[config.mk]
export PLATFORM = sky130hd
export DESIGN_NAME = srt_ram
export DESIGN_NICKNAME = d
export VERILOG_FILES = /design/src/sv/srt_ram.sv
export SDC_FILE = /design/constraint.sdc
export NUM_CORES = 1
export LEC_CHECK = 0
export BUFFER_PORTS_ARGS = -buffer_cell sky130_fd_sc_hd__buf_2
export CORE_UTILIZATION = 25
export CTS_BUF_LIST = sky130_fd_sc_hd__clkbuf_8
export DETAILED_ROUTE_END_ITERATION = 10
export PLACE_DENSITY = 0.46
export SYNTH_ARGS = -nofsm -noshare
export SYNTH_HDL_FRONTEND = slang
export SYNTH_SLANG_ARGS = --single-unit
[constraint.sdc]
create_clock -name clk_i -period 2.55 [get_ports clk_i]
set_clock_uncertainty 0.2 [all_clocks]
set_input_delay 0.765 -clock clk_i [delete_from_list [all_inputs] [get_ports clk_i]]
set_output_delay 0.765 -clock clk_i [all_outputs]
set_load 0.01 [all_outputs]
[src/sv/srt_ram.sv]
// ----------------------------------------------------------------------------
// srt_ram - generic simple dual-port RAM
// One write port, one read port, read data registered.
// ----------------------------------------------------------------------------
module srt_ram #(
  parameter int WIDTH = 8,
  parameter int DEPTH = 16
) (
  input  logic                     clk_i,
  input  logic                     we_i,
  input  logic [$clog2(DEPTH)-1:0] waddr_i,
  input  logic [WIDTH-1:0]         wdata_i,
  input  logic [$clog2(DEPTH)-1:0] raddr_i,
  output logic [WIDTH-1:0]         rdata_o
);

  logic [WIDTH-1:0] mem_q [DEPTH];
  logic [WIDTH-1:0] rdata_q;

  always_ff @(posedge clk_i) begin
    if (we_i) begin
      mem_q[waddr_i] <= wdata_i;
    end
    rdata_q <= mem_q[raddr_i];
  end

  assign rdata_o = rdata_q;

endmodule

* Word-level counts from Yosys, hierarchy flattened
Memory sizes are Yosys's and may differ from the RTL's. A register that Yosys moved wholly into a read port is not among the register bits. Index checks and enable logic that the tools add are counted.
Storage, ports and cells: word-level logic and storage cells 3, bits in registers 0, bits in writable memories 128, memories 1, bits of input ports 18, output and inout bits 8
Memories:
- mem_q | words 16, bits a word 8, rd ports 1, clocked after memory_dff 1, wr ports 1, line 17 | logic [WIDTH-1:0] mem_q [DEPTH];
Operators by class: multiplexer cells 2
Operator list (count):
- 1-bit 2-to-1 mux | 2

* Logic depth before layout (Yosys ltp)
depth after elaboration 2, mapped depth 5, depth with buffers taken out 3

* Worst setup path after synthesis
OpenSTA, ideal clock, no wires.
path type input port to flip-flop, from input waddr_i[2], to memory mem_q[0][0], enable pin, setup slack 0.092 ns, data arrival time 1.875 ns, cell stages on the path 2, data required time 1.967 ns, path buffers 0, setup time 0.383 ns, path through or3b_2 nor3_1
RTL lines:
- from (decl) | line 11 | input logic [$clog2(DEPTH)-1:0] waddr_i,
- to (decl) | line 17
No word-level cell before the write port.

==> reports/metrics.csv <==
stage;metric;value;unit
clock_network;TritonCTS clock tree;built;
timing;Slew @ Worst Pin;764.5;ps
clock_network;Post-CTS Resized;0;
timing;Slew headroom;0.4893;
clock_network;Post-CTS Hold Buffers;0;
yosys;cell taking the most area after synthesis;edfxtp_1;
timing;RSZ-0062 raised after global routing;false;
power_and_ir_drop;Reg power frac;0.575;
yosys;post-synthesis cell count;229;
power_and_ir_drop;Psw;927.4;uW
clock_network;clock-pin transition on the worst setup and hold timing paths;70;ps
die;Die H;145.5;um
critical_path;nature of the critical path endpoint;flop;
timing;FMAX;498.4;MHz
placed_design;placer's final routability congestion estimate;0.6595;
placed_design;I/O Buffers;25;
placed_design;dpl cell area;5722;um^2
clock_network;CTS H-tree depth;4;
yosys;post-synth top area share;0.7467;
power_and_ir_drop;Leakage;0.002029;uW
drt;DRT antenna net count;0;
clock_network;Root Buffer;clkbuf_8;
yosys;Synth Cell Area;5147;um^2
timing;Max Slew Vio Count;0;
yosys;Ys Warns;0;
placed_design;Inst Count DP;537;
critical_path;Setup crit start kind;primary input;
power_and_ir_drop;power density over cell area;719.5;nW/um^2
cells_and_area;Non-Filler Instances;569;
critical_path;critical-path maximum fanout;8;
cells_and_area;Finished Cell Area;6091;um^2
die;I/O pin count;26;
cells_and_area;share of cells above drive strength 1;0.3211;
drt;Vias/cell;4.285;
status;status;finished, final reports clean;
clock_network;latest clock arrival within the worst-skew pair;440;ps
clock_network;Setup Buffers After CTS;0;
die;core area;20230;um^2
timing;Sum Neg Setup Slack;0;ps
yosys;Synth Register Bits;136;
drt;Remaining DRCs;0;
cells_and_area;fin nets;304;
critical_path;WP data required;2670;ps
cells_and_area;most common cell after layout, fill and taps aside;edfxtp_1;
global_routing;initial antenna violation count;0;
power_and_ir_drop;Clock power frac;0.370;
drt;Vias;2438;
yosys;Synth area leaders;edfxtp_1 75%, mux4_2 7.9%, mux4_1 7.1%, dfxtp_1 3.1%, a22oi_1 2.3%;
cells_and_area;P&R area growth vs syn;18.33;%
placed_design;DPL Wire Length;7423;um
die;# rows;52;
cells_and_area;ant diodes;0;
yosys;Syn Area/Cell;22.48;um^2
power_and_ir_drop;Sw Share;0.2116;
critical_path;Setup Crit Path Kind;in -> reg;
run;max-cap violations;0;
global_routing;first-pass GRT wire length;16450;um
cells_and_area;commonest non-fill, non-tap cells in the layout;128 x edfxtp_1, 25 x buf_2, 21 x clkbuf_8, 21 x buf_4, 18 x mux4_2;
die;Die Wd;145.5;um
clock_network;Num CTS Buffers;17;
yosys;syn_nets;247;
global_routing;total gr overflow;0;
global_routing;number of global-route vias before repair;2669;
power_and_ir_drop;VDD IR max;0.4507;mV
drt;final wirelength;10780;um
timing;final hold violations;0;
clock_network;clock sink total;136;
global_routing;global-route usage over all layers;0.1095;
timing;final setup vio count;0;
yosys;register area share after synthesis;0.7778;
min_path;hold crit path type;reg -> reg;
timing;fin crit period;2006;ps
drt;iteration count of the initial detailed-routing pass;4;
die;starting density of the core;0.2544;
critical_path;Crit path arrival time;2130;ps
power_and_ir_drop;Gate power share;0.055;
drt;1st-iter DRT viols;151;
power_and_ir_drop;Int Power;3455;uW
clock_network;worst-case clock buffer depth;2;
die;Die Area;21170;um^2
timing;Final Cycle Share;0.7868;
yosys;Synth cell types;19;
global_routing;largest net degree at the start of global routing;33;
drt;routed len/inst;18.95;um
-- cell usage after synthesis --
cell,number
nand3b_1,2
buf_6,3
dfxtp_1,8
mux4_1,14
nand3_1,1
nor2b_1,1
nor3_1,4
buf_2,3
edfxtp_1,128
and2b_1,1
a22oi_1,16
and2_1,1
or3b_2,1
clkdlybuf4s25_2,3
nand2b_1,2
nor2_1,13
buf_4,1
nand2_1,9
mux4_2,18
-- layer usage --
layer,track usage,wire length [um]
met2,0.1666,5111
met3,0.02821,306
met4,0.04737,167
met1,0.1482,5196
met5,0,0
-- stage by stage --
| step | power, uW | hold slack [ps] | setup slack [ps] | util |
|---|---|---|---|---|
| 2_1_floorplan | 2690 | 429.3 | 92.13 | - |
| 3_5_place_dp | 2820 | 479.0 | 76.52 | 0.2828 |
| 5_1_grt | 4545 | 499.7 | 481.0 | 0.3010 |
| 6_report | 4382 | 486.2 | 543.8 | 0.3010 |
| 3_3_place_gp | 2815 | 465.3 | 55.88 | 0.2828 |
| 4_1_cts | 4432 | 485.6 | 521.5 | 0.3010 |
-- power groups by stage --
stage	logic (uW)	clock network (uW)	registers, uW
3_5_place_dp	248	0	2570
2_1_floorplan	127	0	2560
3_3_place_gp	244	0	2570
4_1_cts	248	1660	2520
5_1_grt	265	1760	2530
6_report	241	1620	2520
-- critical path, cell delays in order --
cell and delay, ps:
buf_2 150, buf_4 230, mux4_1 560, a22oi_1 310, nand2_1 110
-- flip-flops by register name, summed over array words and instances (netlist names) --
name	count
mem_q	128
rdata_o	8
-- kinds of logic after synthesis --
| kind of cell | Yosys count | synth area share |
|---|---|---|
| AO/OA/AOI/OAI | 16 | 0.02334 |
| buffers and inverters | 10 | 0.01677 |
| AND/OR/NAND/NOR | 35 | 0.03184 |
| flip-flops | 136 | 0.7778 |
| multiplexers | 32 | 0.1502 |
-- path summary, 6_finish.rpt --
path,slack [ps],to,cells after the start,from
hold reg to reg,490,rdata_o[7],3,mem_q[14][7]
setup reg to reg,960,rdata_o[5],3,mem_q[7][5]
hold / removal,490,rdata_o[7],3,mem_q[14][7]
setup / recovery,540,rdata_o[5],5,raddr_i[0]
-- layout make-up --
cell class,count,area [um^2]
Timing Repair Buffer,48,322.8
Clock buffer,21,289.0
Fill cell,1981,14140
Tap cell,270,337.8
Sequential cell,136,4004
Clock inverter,11,80.08
Multi-Input combinational cell,83,1057
(Power assumes the default switching activity.)
