$ cat config.mk
export PLATFORM = sky130hd
export DESIGN_NAME = srt_engine
export DESIGN_NICKNAME = d
export VERILOG_FILES = /design/src/sv/srt_pkg.sv /design/src/sv/srt_engine.sv
export SDC_FILE = /design/constraint.sdc
export NUM_CORES = 1
export LEC_CHECK = 0
export BUFFER_PORTS_ARGS = -buffer_cell sky130_fd_sc_hd__buf_2
export CELL_PAD_IN_SITES_DETAIL_PLACEMENT = 1
export CELL_PAD_IN_SITES_GLOBAL_PLACEMENT = 1
export CORE_MARGIN = 2
export CORE_UTILIZATION = 46
export CTS_CLUSTER_DIAMETER = 100
export DETAILED_ROUTE_END_ITERATION = 16
export GPL_ROUTABILITY_DRIVEN = 0
export PLACE_DENSITY_LB_ADDON = 0.08
export SKIP_LAST_GASP = 1
export SLEW_MARGIN = 20
export SYNTH_ARGS = -nofsm -noshare
export SYNTH_HDL_FRONTEND = slang
export SYNTH_SLANG_ARGS = --single-unit
$ cat constraint.sdc
create_clock -name clk_i -period 7.05 [get_ports clk_i]
set_input_delay 0.705 -clock clk_i [delete_from_list [all_inputs] [get_ports clk_i]]
set_output_delay 0.705 -clock clk_i [all_outputs]
set_load 0.05 [all_outputs]
$ cat src/sv/srt_pkg.sv
// ----------------------------------------------------------------------------
// srt_pkg - shipment record table shared definitions
// Table geometry, opcodes, status codes and the record and result types.
// ----------------------------------------------------------------------------
package srt_pkg;

  localparam int TABLE_DEPTH = 64;
  localparam int IDX_W       = $clog2(TABLE_DEPTH);
  localparam int CNT_W       = $clog2(TABLE_DEPTH + 1);

  localparam logic [2:0] OP_CLEAR     = 3'd0;
  localparam logic [2:0] OP_WRITE     = 3'd1;
  localparam logic [2:0] OP_FIND_FREE = 3'd2;
  localparam logic [2:0] OP_FIND_ID   = 3'd3;
  localparam logic [2:0] OP_SORT      = 3'd4;
  localparam logic [2:0] OP_REFRESH   = 3'd5;
  localparam logic [2:0] OP_READ      = 3'd6;

  localparam logic [1:0] ST_NOT_SENT   = 2'd0;
  localparam logic [1:0] ST_IN_TRANSIT = 2'd1;
  localparam logic [1:0] ST_DELIVERED  = 2'd2;

  typedef struct packed {
    logic        used;
    logic [1:0]  ship_state;
    logic [15:0] track;
    logic [15:0] buyer;
    logic [15:0] seller;
    logic [15:0] product;
    logic [31:0] arrival;
  } rec_t;

  localparam int REC_W = $bits(rec_t);

  typedef struct packed {
    logic [2:0]  opcode;
    logic [5:0]  slot;
    logic        descending;
    logic [31:0] now_secs;
    rec_t        rec;
  } req_t;

  typedef struct packed {
    logic        found;
    logic [5:0]  where_idx;
    rec_t        rec;
    logic        any_used;
  } res_t;

  typedef struct packed {
    logic             we;
    logic [IDX_W-1:0] addr;
    rec_t             data;
  } mem_wr_t;

  function automatic logic slot_in_range(logic [5:0] s);
    logic [IDX_W+6:0] w;
    w = (IDX_W+7)'(s);
    return w < (IDX_W+7)'(TABLE_DEPTH);
  endfunction

  function automatic logic [IDX_W-1:0] slot_to_idx(logic [5:0] s);
    logic [IDX_W+5:0] w;
    w = {IDX_W'(0), s};
    return w[IDX_W-1:0];
  endfunction

  function automatic logic [5:0] idx_to_slot(logic [IDX_W-1:0] i);
    logic [IDX_W+5:0] w;
    w = {6'b0, i};
    return w[5:0];
  endfunction

endpackage

$ cat src/sv/srt_engine.sv
// ----------------------------------------------------------------------------
// srt_engine - shipment record table sequencer
// Walks the record memory for write, read, search, refresh and sort.
// ----------------------------------------------------------------------------
module srt_engine (
  input  logic                     clk_i,
  input  logic                     rst_ni,
  input  logic                     req_valid_i,
  input  srt_pkg::req_t            req_i,
  output logic                     idle_o,
  input  logic                     out_free_i,
  output logic                     done_o,
  output srt_pkg::res_t            res_o,
  output srt_pkg::mem_wr_t         mem_wr_o,
  output logic [srt_pkg::IDX_W-1:0] raddr_o,
  input  srt_pkg::rec_t            rdata_i
);
  import srt_pkg::*;

  typedef enum logic [7:0] {
    S_IDLE = 8'b00000001,
    S_WRWB = 8'b00000010,
    S_RDW  = 8'b00000100,
    S_SCAN = 8'b00001000,
    S_SLD  = 8'b00010000,
    S_SRUN = 8'b00100000,
    S_SST  = 8'b01000000,
    S_DONE = 8'b10000000
  } state_e;

  localparam logic [IDX_W-1:0] LAST = IDX_W'(TABLE_DEPTH - 1);

  state_e                 state_q, state_d;
  logic [CNT_W-1:0]       cnt_q, cnt_d;
  logic [TABLE_DEPTH-1:0] valid_q;
  logic                   vld_rd_q;
  logic                   clr_all;
  req_t                   req_q, req_d;
  res_t                   res_q, res_d;
  rec_t                   a_q, a_d;
  rec_t                   rd_rec;
  rec_t                   wb_rec;
  logic [IDX_W-1:0]       idx_q, idx_d, j_q, j_d;
  logic                   hit;
  logic                   swap;

  // Never-written entries read as free and not sent
  always_comb begin
    rd_rec = rdata_i;
    if (!vld_rd_q) begin
      rd_rec.used       = 1'b0;
      rd_rec.ship_state = ST_NOT_SENT;
    end
  end

  always_comb begin
    state_d  = state_q;
    cnt_d    = cnt_q;
    req_d    = req_q;
    res_d    = res_q;
    a_d      = a_q;
    idx_d    = idx_q;
    j_d      = j_q;
    clr_all  = 1'b0;
    done_o   = 1'b0;
    mem_wr_o = '0;
    raddr_o  = slot_to_idx(req_q.slot);
    hit      = 1'b0;
    swap     = 1'b0;
    wb_rec   = rd_rec;

    unique case (state_q)
      S_IDLE: begin
        raddr_o = slot_to_idx(req_i.slot);
        if (req_i.opcode inside {OP_FIND_FREE, OP_FIND_ID, OP_SORT, OP_REFRESH}) begin
          raddr_o = '0;
        end
        if (req_valid_i) begin
          req_d = req_i;
          res_d = '0;
          idx_d = '0;
          case (req_i.opcode)
            OP_CLEAR: begin
              clr_all = 1'b1;
              cnt_d   = '0;
              state_d = S_DONE;
            end
            OP_WRITE: state_d = slot_in_range(req_i.slot) ? S_WRWB : S_DONE;
            OP_FIND_FREE, OP_FIND_ID, OP_REFRESH: state_d = S_SCAN;
            OP_SORT: state_d = S_SLD;
            OP_READ: begin
              res_d.where_idx = req_i.slot;
              state_d = slot_in_range(req_i.slot) ? S_RDW : S_DONE;
            end
            default: state_d = S_DONE;
          endcase
        end
      end
      S_WRWB: begin
        mem_wr_o.we   = 1'b1;
        mem_wr_o.addr = slot_to_idx(req_q.slot);
        mem_wr_o.data = req_q.rec;
        cnt_d   = cnt_q - CNT_W'(rd_rec.used) + CNT_W'(req_q.rec.used);
        state_d = S_DONE;
      end
      S_RDW: begin
        res_d.found = 1'b1;
        res_d.rec   = rd_rec;
        state_d     = S_DONE;
      end
      S_SCAN: begin
        raddr_o = idx_q + 1'b1;
        case (req_q.opcode)
          OP_FIND_FREE: hit = !rd_rec.used;
          OP_FIND_ID:   hit = rd_rec.used && (rd_rec.track == req_q.rec.track);
          default: begin
            // refresh: rewrite the status of occupied entries
            wb_rec.ship_state = (rd_rec.arrival <= req_q.now_secs) ?
                                ST_DELIVERED : ST_IN_TRANSIT;
            mem_wr_o.we   = rd_rec.used;
            mem_wr_o.addr = idx_q;
            mem_wr_o.data = wb_rec;
          end
        endcase
        if (hit) begin
          res_d.found     = 1'b1;
          res_d.where_idx = idx_to_slot(idx_q);
          state_d         = S_DONE;
        end else if (idx_q == LAST) begin
          state_d = S_DONE;
        end else begin
          idx_d = idx_q + 1'b1;
        end
      end
      S_SLD: begin
        // hold entry i in a_q; stream partners j = i+1 .. last
        a_d     = rd_rec;
        j_d     = idx_q + 1'b1;
        raddr_o = idx_q + 1'b1;
        state_d = S_SRUN;
      end
      S_SRUN: begin
        raddr_o = j_q + 1'b1;
        swap = a_q.used && rd_rec.used &&
               (req_q.descending ? (a_q.track < rd_rec.track) :
                                   (a_q.track > rd_rec.track));
        if (swap) begin
          mem_wr_o.we   = 1'b1;
          mem_wr_o.addr = j_q;
          mem_wr_o.data = a_q;
          a_d           = rd_rec;
        end
        if (j_q == LAST) begin
          state_d = S_SST;
        end else begin
          j_d = j_q + 1'b1;
        end
      end
      S_SST: begin
        mem_wr_o.we   = 1'b1;
        mem_wr_o.addr = idx_q;
        mem_wr_o.data = a_q;
        if (idx_q == LAST - 1'b1) begin
          state_d = S_DONE;
        end else begin
          idx_d   = idx_q + 1'b1;
          raddr_o = idx_q + 1'b1;
          state_d = S_SLD;
        end
      end
      S_DONE: begin
        if (out_free_i) begin
          done_o  = 1'b1;
          state_d = S_IDLE;
        end
      end
      default: state_d = S_IDLE;
    endcase
  end

  always_ff @(posedge clk_i or negedge rst_ni) begin
    if (!rst_ni) begin
      state_q  <= S_IDLE;
      cnt_q    <= '0;
      valid_q  <= '0;
      vld_rd_q <= 1'b0;
    end else begin
      state_q  <= state_d;
      cnt_q    <= cnt_d;
      vld_rd_q <= valid_q[raddr_o];
      if (clr_all) begin
        valid_q <= '0;
      end else if (mem_wr_o.we) begin
        valid_q[mem_wr_o.addr] <= 1'b1;
      end
    end
  end

  always_ff @(posedge clk_i) begin
    req_q <= req_d;
    res_q <= res_d;
    a_q   <= a_d;
    idx_q <= idx_d;
    j_q   <= j_d;
  end

  always_comb begin
    res_o          = res_q;
    res_o.any_used = (cnt_q != '0);
  end

  assign idle_o = (state_q == S_IDLE);

`ifndef SYNTHESIS
  a_cnt_bound: assert property (@(posedge clk_i) disable iff (!rst_ni)
    cnt_q <= CNT_W'(TABLE_DEPTH))
    else $error("occupied count exceeds table depth");
  a_no_rw_clash: assert property (@(posedge clk_i) disable iff (!rst_ni)
    (mem_wr_o.we && (state_q == S_SCAN || state_q == S_SRUN)) |->
    (mem_wr_o.addr != raddr_o))
    else $error("streaming write hits the entry being read");
  a_accept_idle: assert property (@(posedge clk_i) disable iff (!rst_ni)
    req_valid_i |-> state_q == S_IDLE)
    else $error("request taken while busy");
  a_done_free: assert property (@(posedge clk_i) disable iff (!rst_ni)
    (state_q == S_DONE && out_free_i) |=> state_q == S_IDLE)
    else $error("result not released");
`endif

endmodule
# After elaboration in Yosys (flattened, before gate mapping)
# Index checks and enable logic that the tools add are counted.
[totals] ff_bits=438 latchBits=0 mem_bits_rw=0 mem_bits_ro=0 input_bits=244 output_inout_bits=221 wordCells=151 mem_count=0
[op_classes] add_sub_neg=4 n_mul=0 div=0 magnitude_cmp=6 n_eq_ne=31 shift=0 muxes=48 bitwise=1 n_reduce_logical=28
[op_table] cell="106-bit one-hot mux with 4 select lines" n=1
[op_table] cell="99-bit one-hot mux with 2 select lines" n=2
[op_table] cell="106-bit 2-to-1 mux" n=2
[op_table] cell="64-bit 2-to-1 mux" n=2
[op_table] cell="107-bit 2-to-1 mux" n=1
[op_table] cell="99-bit 2-to-1 mux" n=1
[op_table] cell="64-bit bitwise OR" n=1
[op_table] cell="8-bit one-hot mux with 7 select lines" n=1
[op_table] cell="6-bit 2-to-1 mux" n=8
[op_table] cell="8-bit 2-to-1 mux" n=6
[op_table] cell="32-bit less-or-equal comparator" n=1
[op_table] cell="8-bit one-hot mux with 4 select lines" n=1
[op_table] cell="6-bit one-hot mux with 2 select lines" n=2
[op_table] cell="6-bit one-hot mux with 4 select lines" n=1
[op_table] cell="7-bit 2-to-1 mux" n=3
[op_table] cell="6-bit == test (second input constant)" n=3
[op_table] cell="2-bit != test (second input constant)" n=9
[op_table] cell="6-bit one-hot mux with 3 select lines" n=1
[op_table] cell="16-bit == test" n=1
[op_table] cell="16-bit > comparator" n=1
[op_table] cell="16-bit < comparator" n=1
[op_table] cell="6-bit by 7-bit < comparator with 1-bit output (second input constant)" n=2
[op_table] cell="7-bit one-hot mux with 2 select lines" n=1
[op_table] cell="6-bit by 1-bit adder with 6-bit output (second input constant)" n=2
[op_table] cell="other kinds (36)" n=64

# Logic depth before layout (Yosys ltp)
[depth] word_depth=12 ltp_mapped=15 ltp_nobuf=13

# Worst setup path before layout
# OpenSTA, ideal clock, no wires.
[synth_timing] path_type="input port to flip-flop" start="in rdata_i[94] in the netlist's numbering" end="reg a_q[0] in the netlist's numbering, enable pin" setup_time_ns=0.475 arrival_time_ns=4.478 required_ns=6.575 path_slack_ns=2.097 cell_stages=7 n_path_buf=0 cell_sequence="inv_1 > ha_1 > nand4_1 > nor4_1 > or4_4 > o21ai_2 > nand2b_1"
[synth_between] elab_chain_len=5 word_cells_on_any_way=6 cone_classes="order compare (2); eq/ne (1); mux (1); reduce/logical (2)"
[synth_rtl] item="start: declaration" line_no="srt_engine.sv:16" source="input srt_pkg::rec_t rdata_i"
[synth_rtl] item="16-bit > comparator or 16-bit < comparator (tied branches)" line_no="srt_engine.sv:146, srt_engine.sv:145"
[synth_rtl] item="1-bit 2-to-1 mux (*)" line_no="srt_engine.sv:145" source="(req_q.descending ? (a_q.track < rd_rec.track) :"
[synth_rtl] item="1-bit logical AND (*)" line_no="srt_engine.sv:144" source="swap = a_q.used && rd_rec.used &&"
[synth_rtl] item="2-bit != test (no source line) (*)"
[synth_rtl] item="2-bit AND reduction (no source line) (*)"
[synth_rtl] item="end signal: assignment" line_no="srt_engine.sv:202" source="a_q <= a_d;"
[synth_rtl] item="end: declaration" line_no="srt_engine.sv:40" source="rec_t a_q, a_d;"
# Mark *: on every way between the ends. The rest lies on a longest branch, timed or not.
# A chain may end at the register's enable or synchronous reset.

==> key figures <==
Status
  – Status: finished, final reports clean

Final layout
  – Most frequent cells in the layout: 463 x buf_2, 358 x edfxtp_1, 218 x nand2_1, 117 x inv_1, 89 x and2_1
  – Final #Nets: 2276
  – Most common cell after layout, fill and taps aside: buf_2
  – Layout cells sized above 1: 28.7%
  – Area growth, synth to finish: 23.5%
  – Fill count: 4424

Route
  – Routed Antenna Nets: 0
  – Detailed Route WL: 66200 um
  – Met2 WL post-DR: 33200 um
  – Via density: 5.70
  – Vias post-DR: 14700
  – DR iter-0 viols: 1436
  – WL/cell: 25.8 um
  – Routed wl met3: 4300 um
  – DRC Markers: 0
  – Met1 Wirelength: 26100 um
  – Router iterations before antenna repair: 7
  – Max Used Layer: met5

STA
  – Peak Freq: 0.173 GHz
  – Fin. max-slew vios: 0
  – Worst hold slack: 0.188 ns
  – Clock Skews: 0.0198 ns
  – Tightest Pin Transition: 1.10 ns
  – Max-slew headroom: 27.0%
  – Final Hold Vio Count: 0
  – Final setup vio count: 0
  – Fin crit period: 5.77 ns
  – Tcrit/Tclk final: 81.9%
  – Setup_tns: 0 ns
  – RSZ-0062 raised after global routing: no

CTS
  – CTS Buf Count: 49
  – CTS-repair resized insts: 0
  – H-Tree Depth: 2
  – TritonCTS Sinks: 438
  – Clk Latency, worst-skew pair: 0.58 ns
  – CTS Buffer Depth: 3
  – Clock transition at path regs: 0.06 ns
  – CTS tree: built
  – # Post-CTS Setup Buffers: 0
  – Hold_buf cts: 0
  – Root buf cell: clkbuf_16

Worst setup path
  – Crit Path Category: register to output pin
  – Startpoint Class: register
  – Setup crit end kind: output pin
  – RR Endpoint: a_q[34]$_DFFE_PP_
  – R2R Path Start: state_q[1]$_DFFE_PN0P_
  – WP data arrival: 5.07 ns
  – Worst reg2reg path depth: 6
  – CP startpoint: state_q[1]$_DFFE_PN0P_
  – Setup slack, reg-to-reg: 2.44 ns
  – CP Data Required Time: 6.34 ns
  – Largest fanout on the critical path: 70

Min path
  – Worst hold path class: input port to asynchronous set/reset pin

Logic synthesis
  – Flops & latches, synth: 438
  – Post-synthesis cell type count: 75
  – Synth warnings: 0
  – EDFF count, synth: 358
  – Gate Count Post-Synth: 1513
  – Mapped cell area: 0.0193 mm2
  – Predominant post-synthesis flop cell: edfxtp_1
  – Synth Area per Inst: 12.8 um2
  – Syn Nets: 1818
  – Async SR Flop Fraction: 18.3%
  – Sequential area share after synthesis: 66.0%

Die
  – Die height: 209 um
  – Core ar.: 0.0417 mm2
  – Starting Density: 46.3%
  – I/O pin count: 465
  – DIE AREA: 0.0436 mm2
  – Cell Rows: 75
  – Die X: 209 um

GRT
  – Largest net degree at the start of global routing: 90
  – Initial antenna violation count: 29
  – GRT Overall Usage: 30.0%
  – Number of global-route vias before repair: 14900
  – Overflow after GRT: 0
  – First-pass GRT wire length: 97300 um

Flow run
  – Max-cap viol count: 0

Place
  – Final HPWL DP: 47000 um
  – Port Buffer Count: 464

Power
  – Lkg Pwr: 0.0106 uW
  – Maximum VDD drop: 309 uV
  – Cell Pwr Density: 403 mW/mm2
-- kinds of logic after synthesis --
family	after synthesis	share of synthesized area, %
DFF	438	66.0
and+or+nand+nor	474	12.1
adders and majority gates	61	3.99
muxes	41	2.13
buffers and inverters	189	3.91
AOI/OAI and AO/OA	279	10.4
xor gates and xnor gates	31	1.41
-- stage by stage --
step / cells / power [uW] / util [%] / area (um2) / setup WS, ns
6_report: 2568 / 9600 / 57.3 / 23900 / 1.28
5_1_grt: 2567 / 9980 / 57.3 / 23900 / 0.986
4_1_cts: 2549 / 9650 / 57.1 / 23800 / 1.28
3_5_place_dp: 2459 / 6980 / 53.1 / 22100 / 1.93
3_3_place_gp: 2459 / 6910 / 53.1 / 22100 / 2.07
2_1_floorplan: 1513 / 6040 / - / 19300 / 2.10
-- layout make-up --
class / count / area, um2 / share of cell area, %
inverters: 119 / 453 / 1.90
clock buffers: 61 / 1320 / 5.55
well taps: 539 / 674 / 2.83
repair buffers: 477 / 2430 / 10.2
flip-flops and latches: 438 / 12800 / 53.5
multi-input cells: 886 / 5830 / 24.5
clock inverters: 29 / 345 / 1.45
diodes: 19 / 47.5 / 0.199
-- state kept, by name (all words and copies together), names as in the netlist --
register / flops
idx_q: 6
res_o: 106
vld_rd_q: 1
a_q: 99
req_q: 141
j_q: 6
valid_q: 64
cnt_q: 7
state_q: 8
-- where the power goes --
group | switching (uW) | internal [uW]
Clock | 1050 | 1620
Sequential | 228 | 3480
Combinational | 2460 | 769
Total | 3730 | 5870
-- worst max-delay path, stage by stage, from the launching register on --
cell,delay (ns)
dfrtp_1,0.43
nor2_1,0.52
nand4b_2,0.54
or4_4,0.67
o211ai_4,0.86
buf_4,0.79
a222oi_1,0.24
inv_1,0.11
buf_2,0.26
-- worst max path at each step --
stage,end,slack (ns),depth (start not counted)
floorplan,a_q[0]$_DFFE_PP_,2.10,7
global placement,mem_wr_o[82],2.07,8
detailed placement,mem_wr_o[79],1.93,8
CTS,mem_wr_o[18],1.28,8
global route,mem_wr_o[73],0.99,8
finish,mem_wr_o[15],1.28,8
-- cells in the mapped netlist, types with 3 or more instances --
cell | number | area, um2
a211oi_1 | 5 | 37.5
a21o_1 | 16 | 120
a21oi_1 | 20 | 100
a222oi_1 | 51 | 510
a22oi_1 | 63 | 473
a31oi_1 | 4 | 25.0
and2_1 | 90 | 563
and3_1 | 6 | 37.5
and4_1 | 5 | 43.8
buf_1 | 4 | 15.0
buf_2 | 3 | 15.0
buf_6 | 5 | 56.3
clkbuf_1 | 56 | 210
dfrtp_1 | 79 | 1980
edfxtp_1 | 358 | 10800
ha_1 | 60 | 751
inv_1 | 118 | 443
mux2i_1 | 41 | 410
nand2_1 | 219 | 822
nand2b_1 | 6 | 37.5
nand3_1 | 31 | 155
nand4_1 | 19 | 119
nand4b_1 | 4 | 35.0
nor2_1 | 53 | 199
nor2b_1 | 12 | 75.1
nor3_1 | 5 | 25.0
nor4_1 | 5 | 31.3
nor4_2 | 3 | 37.5
o21a_1 | 7 | 52.6
o21ai_0 | 73 | 365
o21ai_1 | 6 | 30.0
o31ai_1 | 6 | 45.0
xnor2_1 | 10 | 87.6
xor2_1 | 21 | 184
-- routing by layer --
layer  track usage [%]  up-vias
li1                  -     6506
met1              38.0     7414
met2              50.4      594
met3              5.79      118
met4              13.4       18
met5                 0        -
Note: power is estimated with default switching activity, not from simulation.
